File: src/rtl/core/lbus_pkg.sv
package lbus_pkg;

	// action codes
	localparam logic [1:0] ActUp   = 2'd0;
	localparam logic [1:0] ActDown = 2'd1;
	localparam logic [1:0] ActLeft = 2'd2;
	localparam logic [1:0] ActNone = 2'd3;

	// speed unit codes
	localparam logic [1:0] UnitMps = 2'd0;
	localparam logic [1:0] UnitKmh = 2'd1;
	localparam logic [1:0] UnitMph = 2'd2;

	// item kinds
	localparam logic KindButton = 1'b0;

	// register indexes
	localparam logic [1:0] RegDebounce = 2'd0;
	localparam logic [1:0] RegUpLimit  = 2'd1;
	localparam logic [1:0] RegDownLim  = 2'd2;
	localparam logic [1:0] RegLeftLim  = 2'd3;

	// register reset values
	localparam logic [15:0] DebounceRst = 16'd100;
	localparam logic [11:0] UpLimitRst  = 12'd900;
	localparam logic [11:0] DownLimRst  = 12'd2000;
	localparam logic [11:0] LeftLimRst  = 12'd3000;

	// km/h: q8*36/2560 = ((q8*36) >> 9) / 5
	localparam logic [5:0]  KmhNum     = 6'd36;
	localparam logic [12:0] KmhSatLim  = 13'd1280;   // 5 * 256
	localparam logic [13:0] KmhRecip   = 14'd13108;  // ceil(2^16 / 5)
	// mph: q8*2237/256000 = ((q8*2237) >> 11) / 125
	localparam logic [11:0] MphNum     = 12'd2237;
	localparam logic [16:0] MphSatLim  = 17'd32000;  // 125 * 256
	localparam logic [15:0] MphRecip   = 16'd33555;  // ceil(2^22 / 125)
	// decimal split: w/10 = (w*205) >> 11 for w < 1029
	localparam logic [7:0]  TenRecip   = 8'd205;

	typedef struct packed {
		logic       kind;
		logic [1:0] action;
		logic [1:0] unit_now;
		logic       mode_now;
	} lbus_ctl_t;

endpackage

File: src/rtl/core/ladder_button_unit_speed_bcd_core.sv
// Channel  | Handshake            | Payload
// ---------+----------------------+---------------------------------------------
// in       | in_valid / in_stall  | kind, adc_sample, tick_ms, speed_q8
// out      | out_valid / out_stall| action, unit_now, mode_now, speed_whole,
//          |                      | speed_bcd, over_two_digits
// cfg      | cfg_we               | cfg_index, cfg_data
//
// One item per cycle unless a stalled result holds the pipeline; each result passes
// through the input register, unit scale multiply, reciprocal divide and BCD split/output stages.
// Button decode and state update happen in the first stage, so the next item
// already sees the new unit, mode and press time.
// arst_n clears all valid bits, the unit, mode and press time, and loads the registers with their reset values.
// All stages move together: a stalled result holds the whole pipeline and
// raises in_stall in the same cycle.
module ladder_button_unit_speed_bcd_core (
	input  logic        clk,
	input  logic        arst_n,
	input  logic        in_valid,
	output logic        in_stall,
	input  logic        kind,
	input  logic [11:0] adc_sample,
	input  logic [31:0] tick_ms,
	input  logic [15:0] speed_q8,
	output logic        out_valid,
	input  logic        out_stall,
	output logic [1:0]  action,
	output logic [1:0]  unit_now,
	output logic        mode_now,
	output logic [7:0]  speed_whole,
	output logic [7:0]  speed_bcd,
	output logic        over_two_digits,
	input  logic        cfg_we,
	input  logic [1:0]  cfg_index,
	input  logic [15:0] cfg_data
);

	logic        adv;

	logic [15:0] debounce_q;
	logic [11:0] up_limit_q;
	logic [11:0] down_limit_q;
	logic [11:0] left_limit_q;

	logic [1:0]  speed_unit_q;
	logic        display_q;
	logic [31:0] last_press_q;

	logic        v_s1;
	logic        kind_s1;
	logic [11:0] adc_s1;
	logic [31:0] tick_s1;
	logic [15:0] q8_s1;

	logic                v_s2;
	lbus_pkg::lbus_ctl_t ctl_s2;
	logic [1:0]          scale_s2;
	logic [16:0]         y_s2;

	logic                v_s3;
	lbus_pkg::lbus_ctl_t ctl_s3;
	logic [7:0]          whole_s3;

	logic                out_valid_q;
	lbus_pkg::lbus_ctl_t ctl_q;
	logic [7:0]          whole_q;
	logic [7:0]          bcd_q;
	logic                over_q;

	// stage 1 decode
	logic [31:0] elapsed;
	logic        debounce_ok;
	logic        hit_up, hit_down, hit_left;
	logic [1:0]  act_s1;
	logic [1:0]  unit_next;
	logic        mode_next;
	logic [21:0] kmh_prod;
	logic [27:0] mph_prod;
	logic [16:0] y_s1;

	// stage 2 divide
	logic [24:0] kmh_quot;
	logic [30:0] mph_quot;
	logic [7:0]  whole_s2;

	// stage 3 split
	logic [15:0] ten_prod;
	logic [4:0]  tens;
	logic [7:0]  ones_full;

	assign adv       = !out_valid_q || !out_stall;
	assign in_stall  = !adv;
	assign out_valid = out_valid_q;

	// configuration writes
	always_ff @(posedge clk or negedge arst_n) begin
		if (!arst_n) begin
			debounce_q   <= lbus_pkg::DebounceRst;
			up_limit_q   <= lbus_pkg::UpLimitRst;
			down_limit_q <= lbus_pkg::DownLimRst;
			left_limit_q <= lbus_pkg::LeftLimRst;
		end else if (cfg_we) begin
			case (cfg_index)
				lbus_pkg::RegDebounce: debounce_q   <= cfg_data;
				lbus_pkg::RegUpLimit:  up_limit_q   <= cfg_data[11:0];
				lbus_pkg::RegDownLim:  down_limit_q <= cfg_data[11:0];
				lbus_pkg::RegLeftLim:  left_limit_q <= cfg_data[11:0];
				default: ;
			endcase
		end
	end

	// input register
	always_ff @(posedge clk or negedge arst_n) begin
		if (!arst_n) begin
			v_s1 <= 1'b0;
		end else if (adv) begin
			v_s1 <= in_valid;
		end
	end

	always_ff @(posedge clk) begin
		if (adv) begin
			kind_s1 <= kind;
			adc_s1  <= adc_sample;
			tick_s1 <= tick_ms;
			q8_s1   <= speed_q8;
		end
	end

	// button decode against debounce window and ladder bands
	always_comb begin
		elapsed     = tick_s1 - last_press_q;
		debounce_ok = elapsed >= {16'd0, debounce_q};
		hit_up      = (adc_s1 != 12'd0) && (adc_s1 < up_limit_q);
		hit_down    = (adc_s1 >= up_limit_q) && (adc_s1 < down_limit_q);
		hit_left    = (adc_s1 >= down_limit_q) && (adc_s1 < left_limit_q);
		act_s1      = lbus_pkg::ActNone;
		unit_next   = speed_unit_q;
		mode_next   = display_q;
		if (kind_s1 == lbus_pkg::KindButton && debounce_ok) begin
			if (hit_up) begin
				act_s1    = lbus_pkg::ActUp;
				mode_next = 1'b0;
			end else if (hit_down) begin
				act_s1    = lbus_pkg::ActDown;
				mode_next = 1'b1;
			end else if (hit_left) begin
				act_s1 = lbus_pkg::ActLeft;
				if (speed_unit_q == lbus_pkg::UnitMph) begin
					unit_next = lbus_pkg::UnitMps;
				end else begin
					unit_next = speed_unit_q + 2'd1;
				end
			end
		end
	end

	// scale by the unit numerator and drop the power-of-two part
	always_comb begin
		kmh_prod = 22'(q8_s1) * 22'(lbus_pkg::KmhNum);
		mph_prod = 28'(q8_s1) * 28'(lbus_pkg::MphNum);
		case (speed_unit_q)
			lbus_pkg::UnitKmh: y_s1 = 17'(kmh_prod[21:9]);
			lbus_pkg::UnitMph: y_s1 = mph_prod[27:11];
			default:           y_s1 = 17'(q8_s1[15:8]);
		endcase
	end

	// state update on transfer out of stage 1
	always_ff @(posedge clk or negedge arst_n) begin
		if (!arst_n) begin
			speed_unit_q <= lbus_pkg::UnitMps;
			display_q    <= 1'b0;
			last_press_q <= 32'd0;
		end else if (adv && v_s1) begin
			speed_unit_q <= unit_next;
			display_q    <= mode_next;
			if (act_s1 != lbus_pkg::ActNone) begin
				last_press_q <= tick_s1;
			end
		end
	end

	// stage 2 register
	always_ff @(posedge clk or negedge arst_n) begin
		if (!arst_n) begin
			v_s2 <= 1'b0;
		end else if (adv) begin
			v_s2 <= v_s1;
		end
	end

	always_ff @(posedge clk) begin
		if (adv) begin
			ctl_s2.kind     <= kind_s1;
			ctl_s2.action   <= act_s1;
			ctl_s2.unit_now <= unit_next;
			ctl_s2.mode_now <= mode_next;
			scale_s2        <= speed_unit_q;
			y_s2            <= y_s1;
		end
	end

	// for km/h and mph divide by the odd factor through a reciprocal, saturate at 255; button items give zero
	always_comb begin
		kmh_quot = 25'(y_s2[10:0]) * 25'(lbus_pkg::KmhRecip);
		mph_quot = 31'(y_s2[14:0]) * 31'(lbus_pkg::MphRecip);
		case (scale_s2)
			lbus_pkg::UnitKmh: begin
				if (y_s2[12:0] >= lbus_pkg::KmhSatLim) begin
					whole_s2 = 8'd255;
				end else begin
					whole_s2 = kmh_quot[23:16];
				end
			end
			lbus_pkg::UnitMph: begin
				if (y_s2 >= lbus_pkg::MphSatLim) begin
					whole_s2 = 8'd255;
				end else begin
					whole_s2 = mph_quot[29:22];
				end
			end
			default: whole_s2 = y_s2[7:0];
		endcase
		if (ctl_s2.kind == lbus_pkg::KindButton) begin
			whole_s2 = 8'd0;
		end
	end

	// stage 3 register
	always_ff @(posedge clk or negedge arst_n) begin
		if (!arst_n) begin
			v_s3 <= 1'b0;
		end else if (adv) begin
			v_s3 <= v_s2;
		end
	end

	always_ff @(posedge clk) begin
		if (adv) begin
			ctl_s3   <= ctl_s2;
			whole_s3 <= whole_s2;
		end
	end

	// split into tens and ones
	always_comb begin
		ten_prod  = 16'(whole_s3) * 16'(lbus_pkg::TenRecip);
		tens      = ten_prod[15:11];
		ones_full = whole_s3 - {tens[4:0], 3'b000} - {2'b00, tens[4:0], 1'b0};
	end

	// output register
	always_ff @(posedge clk or negedge arst_n) begin
		if (!arst_n) begin
			out_valid_q <= 1'b0;
		end else if (adv) begin
			out_valid_q <= v_s3;
		end
	end

	always_ff @(posedge clk) begin
		if (adv) begin
			ctl_q   <= ctl_s3;
			whole_q <= whole_s3;
			bcd_q   <= {tens[3:0], ones_full[3:0]};
			over_q  <= whole_s3 > 8'd99;
		end
	end

	assign action          = ctl_q.action;
	assign unit_now        = ctl_q.unit_now;
	assign mode_now        = ctl_q.mode_now;
	assign speed_whole     = whole_q;
	assign speed_bcd       = bcd_q;
	assign over_two_digits = over_q;

endmodule
File: config.mk
export PLATFORM = sky130hd
export DESIGN_NAME = ladder_button_unit_speed_bcd_core
export DESIGN_NICKNAME = d
export VERILOG_FILES = /design/src/rtl/core/lbus_pkg.sv /design/src/rtl/core/ladder_button_unit_speed_bcd_core.sv
export SDC_FILE = /design/constraint.sdc
export NUM_CORES = 1
export LEC_CHECK = 0
export BUFFER_PORTS_ARGS = -buffer_cell sky130_fd_sc_hd__clkbuf_2
export CORE_ASPECT_RATIO = 2
export CORE_MARGIN = 2
export CORE_UTILIZATION = 64
export DETAILED_ROUTE_END_ITERATION = 12
export GPL_TIMING_DRIVEN = 0
export PLACE_DENSITY = 0.83
export SLEW_MARGIN = 20
export SYNTH_ARGS = -nofsm -noshare
export SYNTH_HDL_FRONTEND = slang
export SYNTH_SLANG_ARGS = --single-unit
File: constraint.sdc
create_clock -name clk -period 6.9 [get_ports clk]
set_input_delay 0.69 -clock clk [delete_from_list [all_inputs] [get_ports clk]]
set_output_delay 0.69 -clock clk [all_outputs]
set_load 0.1 [all_outputs]
# After elaboration in Yosys (flattened, before gate mapping)
# Cells that the tools add are included.
# op_classes
n_addsub,4
reduce_logical,16
n_mux,16
multipliers,5
bitwise,1
eq_ne,8
n_lt_le_gt_ge,9
# ops
cell,count
$lt 12x12->1,3
$pmux 17 s2,1
$ge 32x16->1,1
$sub 32x32->32,1
$mul 15x16->30 const B,1
$mul 16x12->28 const B,1
$ge 12x12->1,2
$mul 11x12->22 const B,1
$mul 16x4->20 const B,1
$ge 17x15->1 const B,1
$mux 2,8
$mux 8,2
$pmux 8 s2,1
$mul 8x8->15 const B,1
$ge 13x11->1 const B,1
$reduce_bool 12->1,1
$reduce_and 2->1,5
$eq 2x2->1 const B,4
$gt 8x7->1 const B,1
$sub 4x4->4,2
$eq 2x1->1 const B,3
$logic_and 1x1->1,5
$mux 1,4
$logic_not 1->1,3
5 further kinds,5
# totals
elab_cells,90
regBits,212
out_inout_bits,24
in_bits,84

# Longest topological paths before layout
# Gate-level depths: netlist of the first run.
# logic_depth
word_depth,8
depth_mapped,23

# Worst setup path before layout of the first run
# Ideal clock, no wire load.
# synth_path
path_type,reg2out
from,register out_valid_q (netlist: out_valid)
to,output in_stall
setup_slack_ps,1112
arrival_ps,5098
path_stages_with_launch,3
required_ps,6210
cell_sequence,dfrtp_1 -> nand2_1 -> inv_1
# synth_between
elab_chain_len,3
# synth_rtl
element,line_no,source
"start, declared",ladder_button_unit_speed_bcd_core.sv:63,logic out_valid_q;
"start signal, assigned",ladder_button_unit_speed_bcd_core.sv:258,out_valid_q <= v_s3;
$logic_not 1->1,ladder_button_unit_speed_bcd_core.sv:90,assign adv = !out_valid_q || !out_stall;
$logic_or 1x1->1,ladder_button_unit_speed_bcd_core.sv:90,
$logic_not 1->1,ladder_button_unit_speed_bcd_core.sv:91,assign in_stall = !adv;
"end, declared",ladder_button_unit_speed_bcd_core.sv:19,"output logic in_stall,"
# No other way between the ends.

# Worst setup path in the final report of the first run
# layout_path
from,register y_s2[0]
to,register whole_s3[6] (data pin)
# layout_between
elab_chain_len,3
word_cells_on_any_way,7
cone_classes,mul (2); order compare (2); mux (3)
# layout_rtl
element,line_no,source
"start, declared",ladder_button_unit_speed_bcd_core.sv:57,logic [16:0] y_s2;
"start signal, assigned",ladder_button_unit_speed_bcd_core.sv:200,y_s2 <= y_s1;
$mul 15x16->30 (tied with other cells),ladder_button_unit_speed_bcd_core.sv:207,mph_quot = 31'(y_s2[14:0]) * 31'(lbus_pkg::MphRecip);
$mux 8 (on tied branches),"ladder_button_unit_speed_bcd_core.sv:217, ladder_button_unit_speed_bcd_core.sv:210",
$pmux 8 s2 *,ladder_button_unit_speed_bcd_core.sv:208,case (scale_s2)
"end signal, assigned",ladder_button_unit_speed_bcd_core.sv:242,whole_s3 <= whole_s2;
"end, declared",ladder_button_unit_speed_bcd_core.sv:61,logic [7:0] whole_s3;
# Every way passes the cells marked *; elsewhere a longest branch is shown, timed or not.
# A chain may end at the register's enable or synchronous reset.

==> results.py, run 1 <==
metrics = {
    "detailed_routing": {
        "drtIter0Drc": 713,
        "route.vias.total": 14900,
        "drc": 0,
        "drt-total-wl_um": 46900,
        "routed_via_density": 5.80,
        "dr.pass1.iters": 5,
        "postRouteAntennaNets": 0,
        "wl_per_cell_um": 18.2,
    },
    "worst_setup_path": {
        "crit_type": "flop to flop",
        "critical_path.max_fanout": 9,
        "worst_ep_required_time_ns": 7.20,
        "endpoint": "whole_s3[6]",
        "r2r_setup_slack_ns": 0.45,
        "rr_worst_depth": 20,
        "worstPathArrival_ns": 6.75,
        "cp-start-kind": "flop",
        "cp-end-kind": "flop",
        "r2r-end": "whole_s3[6]",
        "worstSetupStartpoint": "y_s2[0]",
        "reg2reg_from": "y_s2[0]",
    },
    "clocking": {
        "cts_root_buf": "clkbuf_16",
        "clockBufferDepth": 3,
        "htreeDepth": 1,
        "cts_buffers": 22,
        "clkTransAtPathRegs_ns": 0.07,
        "ctsResizeCount": 0,
        "tritoncts": "done",
        "cts_sinks": 212,
        "clock_latency_ns": 0.55,
    },
    "floorplanning": {
        "die_area_sq_mm": 0.0342,
        "die_w_um": 132,
        "die_y_um": 260,
        "start_util": 0.649,
        "num_rows": 93,
        "core-area_sq_mm": 0.0322,
        "ios": 108,
    },
    "sta": {
        "final.period_utilization": 0.935,
        "hold_violations": 0,
        "setup_viol": 0,
        "grt_setup_unrepaired": "no",
        "hold-worst-slack_ns": 0.311,
        "slew_headroom": 0.237,
        "fmax_mhz": 155,
        "worst_slew_pin_slew_ns": 1.14,
        "fin_skew_ns": 0.0352,
        "period_minus_slack_ns": 6.45,
        "drv_slew": 0,
    },
    "placement": {
        "dp.cells": 2530,
        "dp.final_hpwl_um": 38200,
        "portBuffers": 107,
        "place.gp.congestion": 0.920,
    },
    "outcome": {
        "outcome": "finished, final reports clean",
    },
    "yosys": {
        "ys_types": 74,
        "synth_flop_cell": "edfxtp_1",
        "netlist_area_sq_mm": 0.0209,
        "synth_edf_count": 121,
        "seq_area_frac_synth": 0.284,
        "synth_cells": 1992,
        "synth_fp_nets": 2646,
        "syn_area_per_cell_sq_um": 10.5,
        "ys_ff_latch": 212,
        "synthArstFlopShare": 0.429,
        "yosys_warnings": 0,
    },
    "final_layout": {
        "area.growth.synth_to_final_pct": 9.21,
        "mostFrequentLayoutCells": "ha_1 (430), inv_1 (429), fa_1 (140)",
        "fin_nets": 2782,
        "layout_commonest_cell": "ha_1",
        "diodes": 0,
        "drive_gt1_frac": 0.124,
        "stdcell_count": 2571,
    },
    "grt": {
        "grt_pass1_vias": 16200,
        "grt_pass1_wl_um": 77100,
        "grt_start_max_net_pins": 90,
        "track_usage": 0.283,
        "grt-ovfl-total": 0,
        "antenna_found_initial": 0,
    },
    "flow_run": {
        "cap_viol_max_count": 0,
    },
    "worst_hold_path": {
        "min_from": "tick_ms[17]",
        "hold_class": "primary input to flop",
    },
}
area by class of cell:
class                      instances  area, sq um
buffer                            25          126
clock buffer                      24          558
clock inverter                    16          185
fill                            2359         9400
inverter                         429         1610
multi-input combinational       1326        13300
sequential                       212         5940
tap                              427          534
timing repair buffer             112          634
critical path, cell delays in order (launching register included):
cell       delay [ns]
edfxtp_1         0.74
inv_1            0.29
ha_1             0.40
ha_1             0.19
inv_1            0.07
fa_1             0.42
fa_1             0.48
fa_1             0.56
inv_1            0.06
fa_1             0.50
ha_1             0.23
a2111oi_0        0.33
o21ai_0          0.19
a31oi_1          0.33
o21ai_0          0.29
a211oi_1         0.39
o21bai_1         0.15
xor2_1           0.17
o31ai_1          0.23
a21o_1           0.15
a21oi_1          0.06
cells in the mapped netlist (18+ instances only):
master / number / area (sq um)
edfxtp_1: 121 / 3630
inv_1: 429 / 1610
mux2_2: 45 / 507
a21o_1: 27 / 203
mux2_4: 30 / 450
fa_1: 140 / 2800
a21oi_1: 89 / 445
dfrtp_1: 71 / 1780
nand2_1: 75 / 282
xnor2_1: 51 / 447
nand3_1: 23 / 115
ha_1: 430 / 5380
nor2_1: 66 / 248
nor3_1: 30 / 150
o21ai_0: 87 / 435
xor2_1: 18 / 158
dfstp_2: 20 / 526
metrics by stage:
| step | util | setup slack [ns] | area (sq um) | TNS (ns) |
|---|---|---|---|---|
| final | 0.709 | 0.450 | 22800 | 0 |
| after global routing | 0.709 | 0.0857 | 22800 | 0 |
| after CTS | 0.709 | 0.421 | 22800 | 0 |
| after detailed placement | 0.685 | 0.450 | 22100 | 0 |
| after global placement | 0.682 | -0.0657 | 22000 | -1.78 |
| after floorplan | - | 1.11 | 20900 | 0 |
timing repair:
item / 4_1_cts / 5_1_grt
setup buffers: 0 / 0
hold buffers: 1 / 0
hold endpoints to repair: 2 / 0
per-layer routing:
| metal | vias up | global-route usage | wire (um) |
|---|---|---|---|
| met2 | 418 | 0.549 | 25600 |
| met5 | - | 0 | 0 |
| met3 | 188 | 0.0296 | 1690 |
| met4 | 0 | 0.186 | 3420 |
| met1 | 7245 | 0.281 | 16100 |
| li1 | 7059 | - | - |
cells by family (layout without fill, tap and decap cells):
family | count (synthesis) | count (layout) | synth area share
compound gates | 324 | 324 | 0.0970
xor+xnor | 69 | 69 | 0.0289
fa+ha+maj | 570 | 570 | 0.391
buf+inv | 454 | 606 | 0.0830
flops | 212 | 212 | 0.284
mux | 77 | 77 | 0.0467
simple gates | 286 | 286 | 0.0692
how the worst min path moves through the flow:
stage               endpoint  slack (ns)  cells after the start
2_1_floorplan  debounce_q[0]        0.39                      0
3_3_place_gp       action[1]        0.40                      0
3_5_place_dp       ctl_s3[0]        0.40                      0
4_1_cts          tick_s1[17]        0.29                      1
5_1_grt          tick_s1[21]        0.29                      1
6_report         tick_s1[17]        0.31                      1
flip-flops by register name, indices dropped and copies added, names as in the netlist, 2 cells and up:
signal / count
speed_whole: 8
last_press_q: 32
ctl_s3: 5
speed_unit_q: 2
adc_s1: 12
whole_s3: 8
up_limit_q: 12
scale_s2: 2
unit_now: 2
tick_s1: 32
ctl_s2: 6
y_s2: 17
speed_bcd: 8
q8_s1: 16
action: 2
debounce_q: 16
down_limit_q: 12
left_limit_q: 12
Power of run 1 is left out: the tool's default activity adds up to more than one toggle a clock period on the data nets, which glitch-free logic cannot reach.
==> run 2, diff against run 1 <==
Settings changed: CELL_PAD_IN_SITES_DETAIL_PLACEMENT set to 0, CELL_PAD_IN_SITES_GLOBAL_PLACEMENT set to 1, CORE_UTILIZATION 64 to 51, PLACE_DENSITY 0.83 to not set, PLACE_DENSITY_LB_ADDON set to 0.1.
==> run 2 against run 1 <==
Net effect: count of clock-buffer cells in the layout up 7; clock skew decreased by 0.019 ns; design area grew 0.58%; non-clock buffer count decreased by 1; routed wire length down 6.6%; final cell count up 4.2%; sequential share of layout area decreased by 0.15 points; worst hold slack got worse by 0.0049 ns; critical path type unchanged; critical endpoint unchanged; largest cell class unchanged.
==> results.py, run 2 (synthesis results as in run 1) <==
metrics = {
    "sta": {
        "slew_headroom": 0.412,
        "hold-worst-slack_ns": 0.306,
        "hold_violations": 0,
        "fin_ws_ns": 0.496,
        "setup_viol": 0,
        "period_minus_slack_ns": 6.40,
        "fin_skew_ns": 0.0157,
        "grt_setup_unrepaired": "no",
        "setup_tns_ns": 0,
        "drv_slew": 0,
        "final.period_utilization": 0.928,
        "worst_slew_pin_slew_ns": 0.860,
        "fmax_mhz": 156,
    },
    "worst_setup_path": {
        "worst_ep_required_time_ns": 7.20,
        "r2r-end": "whole_s3[6]",
        "crit_chain": "inv_1 -> ha_1 -> ha_1 -> inv_1 -> fa_1 -> fa_1 -> fa_1 -> inv_1 -> fa_1 -> ha_1 -> a2111oi_0 -> o21ai_0 -> a31oi_1 -> o21ai_0 -> a211oi_1 -> o21bai_1 -> xor2_1 -> o31ai_1 -> a21o_1 -> a21oi_1",
        "cp-end-kind": "flop",
        "crit_buf_inv": 3,
        "slowest_stage": "edfxtp_1",
        "critical_path.max_fanout": 9,
        "cpLargestDelayFamily": "adder cells",
        "cp-start-kind": "flop",
        "r2r_setup_slack_ns": 0.50,
        "max_stage_delay_ns": 0.67,
        "worstPathArrival_ns": 6.70,
        "reg2reg_from": "y_s2[0]",
        "cp_num_cells": 20,
        "crit_top_cell": "fa_1",
        "rr_worst_depth": 20,
        "crit_type": "flop to flop",
    },
    "grt": {
        "track_usage": 0.213,
        "grt_start_max_net_pins": 67,
        "grt_pass1_vias": 14600,
        "grt_pass1_wl_um": 73800,
        "antenna_found_initial": 0,
        "grt-ovfl-total": 0,
    },
    "clocking": {
        "cts_sinks": 212,
        "htreeDepth": 1,
        "cts_buffers": 23,
        "clkTransAtPathRegs_ns": 0.07,
        "tritoncts": "done",
        "cts_root_buf": "clkbuf_16",
        "clock_latency_ns": 0.55,
        "clockBufferDepth": 3,
        "ctsResizeCount": 0,
    },
    "final_layout": {
        "area.growth.synth_to_final_pct": 9.84,
        "reg_top3": "last_press_q: 32 flops, tick_s1: 32 flops, y_s2: 17 flops",
        "diodes": 0,
        "fin_nets": 2782,
        "drive_gt1_frac": 0.124,
        "mostFrequentLayoutCells": "ha_1 (430), inv_1 (429), fa_1 (140)",
        "layout_commonest_cell": "ha_1",
    },
    "detailed_routing": {
        "drc": 0,
        "dr.pass1.iters": 5,
        "wl_per_cell_um": 16.3,
        "route.vias.total": 14000,
        "drt-total-wl_um": 43800,
        "postRouteAntennaNets": 0,
        "routed_via_density": 5.24,
        "drtIter0Drc": 553,
    },
    "worst_hold_path": {
        "hold_class": "primary input to flop",
        "holdPathEnd": "tick_s1[13]",
        "min_from": "tick_ms[13]",
        "whs_path_depth": 1,
    },
    "floorplanning": {
        "core-area_sq_mm": 0.0407,
        "die_y_um": 290,
        "num_rows": 105,
        "die_w_um": 147,
        "start_util": 0.513,
        "ios": 108,
        "die_area_sq_mm": 0.0427,
    },
    "placement": {
        "dp.final_hpwl_um": 35300,
        "place.gp.congestion": 0.849,
        "dpl_worst_slack_ns": 0.462,
        "portBuffers": 107,
    },
    "flow_run": {
        "cap_viol_max_count": 0,
    },
    "outcome": {
        "outcome": "finished, final reports clean",
    },
}
run 2: final cells by class:
cell class / instances / area [sq um]
sequential: 212 / 5940
multi-input combinational: 1326 / 13200
tap: 535 / 669
timing repair buffer: 111 / 629
clock inverter: 11 / 95.1
buffer: 25 / 126
fill: 3676 / 17800
clock buffer: 31 / 657
inverter: 429 / 1610
run 2: how the worst max path moves through the flow:
stage              start                to  slack [ns]
2_1_floorplan  out_valid          in_stall        1.11
3_3_place_gp   out_stall  last_press_q[12]       -0.34
4_1_cts          y_s2[0]       whole_s3[6]        0.48
5_1_grt          y_s2[1]       whole_s3[6]        0.12
3_5_place_dp     y_s2[0]       whole_s3[6]        0.46
6_report         y_s2[0]       whole_s3[6]        0.50
run 2: routing by layer:
layer / up-vias / routed length [um] / track usage
met1: 6682 / 20800 / 0.296
met4: 0 / 1040 / 0.0556
li1: 7062 / - / -
met2: 232 / 20300 / 0.355
met5: - / 0 / 0
met3: 59 / 1690 / 0.0261
run 2: stage by stage:
step / utilization / std cells / area (sq um)
floorplan: - / 1992 / 20900
global placement: 0.543 / 2634 / 22100
detailed placement: 0.545 / 2637 / 22200
CTS: 0.564 / 2680 / 23000
global route: 0.564 / 2680 / 23000
finish: 0.564 / 2680 / 23000
run 2: timing repair:
action,in CTS,in global routing
hold endpoints to repair,7,0
hold buffers,1,0
buffers inserted,0,0
Power of run 2 is left out for the same reason.
==> run 3, diff against run 2 <==
Settings changed: BUFFER_PORTS_ARGS -buffer_cell sky130_fd_sc_hd__clkbuf_2 to not set, CORE_UTILIZATION 51 to 53, DONT_BUFFER_PORTS set to 1.
==> run 3 against run 2 <==
Net effect: core utilization increased by 0.82 points; routed wire length is 1.3% lower; non-clock buffer count is 108 lower; first-iteration DRC count rose by 18%; global-route usage is 0.75 points higher; design area fell by 2.4%; worst hold slack worse by 0.25 ns; clock skew increased by 0.0051 ns; critical endpoint is now whole_s3[7]; sequential share of layout area increased by 0.64 points; fmax is 0.47% higher.
==> results.py, run 3 (synthesis results as in run 1) <==
metrics = {
    "floorplanning": {
        "die_y_um": 285,
        "ios": 108,
        "die_area_sq_mm": 0.0412,
        "core-area_sq_mm": 0.0392,
        "num_rows": 103,
        "die_w_um": 144,
        "start_util": 0.534,
    },
    "grt": {
        "busiest_layer": "met2",
        "grt-ovfl-total": 0,
        "grt_pass1_wl_um": 72100,
        "grt_start_max_net_pins": 92,
        "grt_pass1_vias": 13900,
        "met1_usage": 0.318,
        "grtUsageMet3": 0.0264,
        "antenna_found_initial": 4,
        "grt_util_met2": 0.361,
        "track_usage": 0.221,
    },
    "outcome": {
        "outcome": "finished, final reports clean",
    },
    "placement": {
        "dp.final_hpwl_um": 34600,
        "place.gp.congestion": 0.852,
        "portBuffers": 0,
        "dp.cells": 2519,
    },
    "final_layout": {
        "final_util": 0.572,
        "drive_gt1_frac": 0.0771,
        "stdcell_count": 2564,
        "layout_commonest_cell": "ha_1",
        "area.growth.synth_to_final_pct": 7.20,
        "mostFrequentLayoutCells": "ha_1 (430), inv_1 (429), fa_1 (140)",
        "reg_top3": "last_press_q: 32 flops, tick_s1: 32 flops, y_s2: 17 flops",
        "fin_nets": 2674,
        "n_fill_cell": 3593,
    },
    "worst_setup_path": {
        "r2r_setup_slack_ns": 0.53,
        "cp-start-kind": "flop",
        "crit_type": "flop to flop",
        "worstPathArrival_ns": 6.65,
        "reg2reg_from": "y_s2[5]",
        "worstSetupStartpoint": "y_s2[5]",
        "critical_path.max_fanout": 10,
        "worst_ep_required_time_ns": 7.18,
        "cp-end-kind": "flop",
    },
    "flow_run": {
        "cap_viol_max_count": 0,
    },
    "clocking": {
        "cts_sinks": 212,
        "clock_latency_ns": 0.55,
        "ctsResizeCount": 0,
        "ctsHoldBuffers": 1,
        "htreeDepth": 1,
        "cts_setup_buffers": 0,
        "clkTransAtPathRegs_ns": 0.07,
        "clockBufferDepth": 3,
        "tritoncts": "done",
        "cts_buffers": 23,
        "cts_root_buf": "clkbuf_16",
    },
    "worst_hold_path": {
        "hold_class": "primary input to asynchronous set/reset pin",
    },
    "sta": {
        "final.period_utilization": 0.924,
        "drv_slew": 0,
        "hold_violations": 0,
        "fmax_mhz": 157,
        "fin_skew_ns": 0.0208,
        "grt_setup_unrepaired": "no",
        "worst_slew_pin_slew_ns": 0.950,
        "setup_viol": 0,
        "period_minus_slack_ns": 6.37,
        "slew_headroom": 0.366,
        "hold-worst-slack_ns": 0.0529,
    },
    "detailed_routing": {
        "drc": 0,
        "postRouteAntennaNets": 0,
        "wl_per_cell_um": 16.9,
        "dr.pass1.iters": 5,
        "routed_via_density": 5.33,
        "drtIter0Drc": 653,
        "drt-total-wl_um": 43200,
        "route.vias.total": 13700,
    },
}
[run 3: area by class of cell]
| type | count | area (sq um) | area share |
|---|---|---|---|
| well taps | 525 | 657 | 0.0293 |
| repair buffers | 3 | 75.1 | 0.00335 |
| plain buffers | 25 | 126 | 0.00564 |
| multi-input cells | 1326 | 13200 | 0.591 |
| clock buffers | 31 | 679 | 0.0303 |
| clock inverters | 11 | 82.6 | 0.00368 |
| diodes | 2 | 5.00 | 0.000223 |
| flip-flops and latches | 212 | 5940 | 0.265 |
| inverters | 429 | 1610 | 0.0718 |
[run 3: worst max-delay path, cell delays in order, from the launching register on]
cell and delay (ns):
edfxtp_1 0.71, inv_1 0.22, ha_1 0.40, fa_1 0.54, inv_1 0.07, fa_1 0.52
fa_1 0.52, fa_1 0.54, inv_1 0.04, ha_1 0.30, a21oi_1 0.21, o211ai_1 0.12
a2bb2oi_1 0.17, a221o_1 0.32, o41a_1 0.37, a21o_1 0.23, a21oi_1 0.23, o21ba_2 0.17
xnor2_1 0.09, o211ai_1 0.20, a31oi_1 0.11
[run 3: layer usage]
metal	vias up	share of wire
met2	191	0.47
li1	6834	-
met5	-	0.00062
met1	6601	0.48
met4	4	0.015
met3	39	0.032
[run 3: final timing paths]
kind / to / cells after the start
setup / recovery: whole_s3[7] / 20
hold / removal: last_press_q[25] / 1
setup reg to reg: whole_s3[7] / 20
hold reg to reg: unit_now[0] / 0
max in group asynchronous: up_limit_q[2] / 1
min in group clk: tick_s1[29] / 0
[run 3: per-stage QoR]
| step | instance area, sq um | TNS, ns | setup slack, ns |
|---|---|---|---|
| after floorplan | 20900 | 0 | 1.11 |
| after global placement | 21600 | -12.66 | -0.450 |
| after detailed placement | 21600 | 0 | 0.514 |
| after CTS | 22400 | 0 | 0.491 |
| after global routing | 22400 | 0 | 0.0439 |
| final | 22400 | 0 | 0.526 |
Power of run 3 is left out for the same reason.
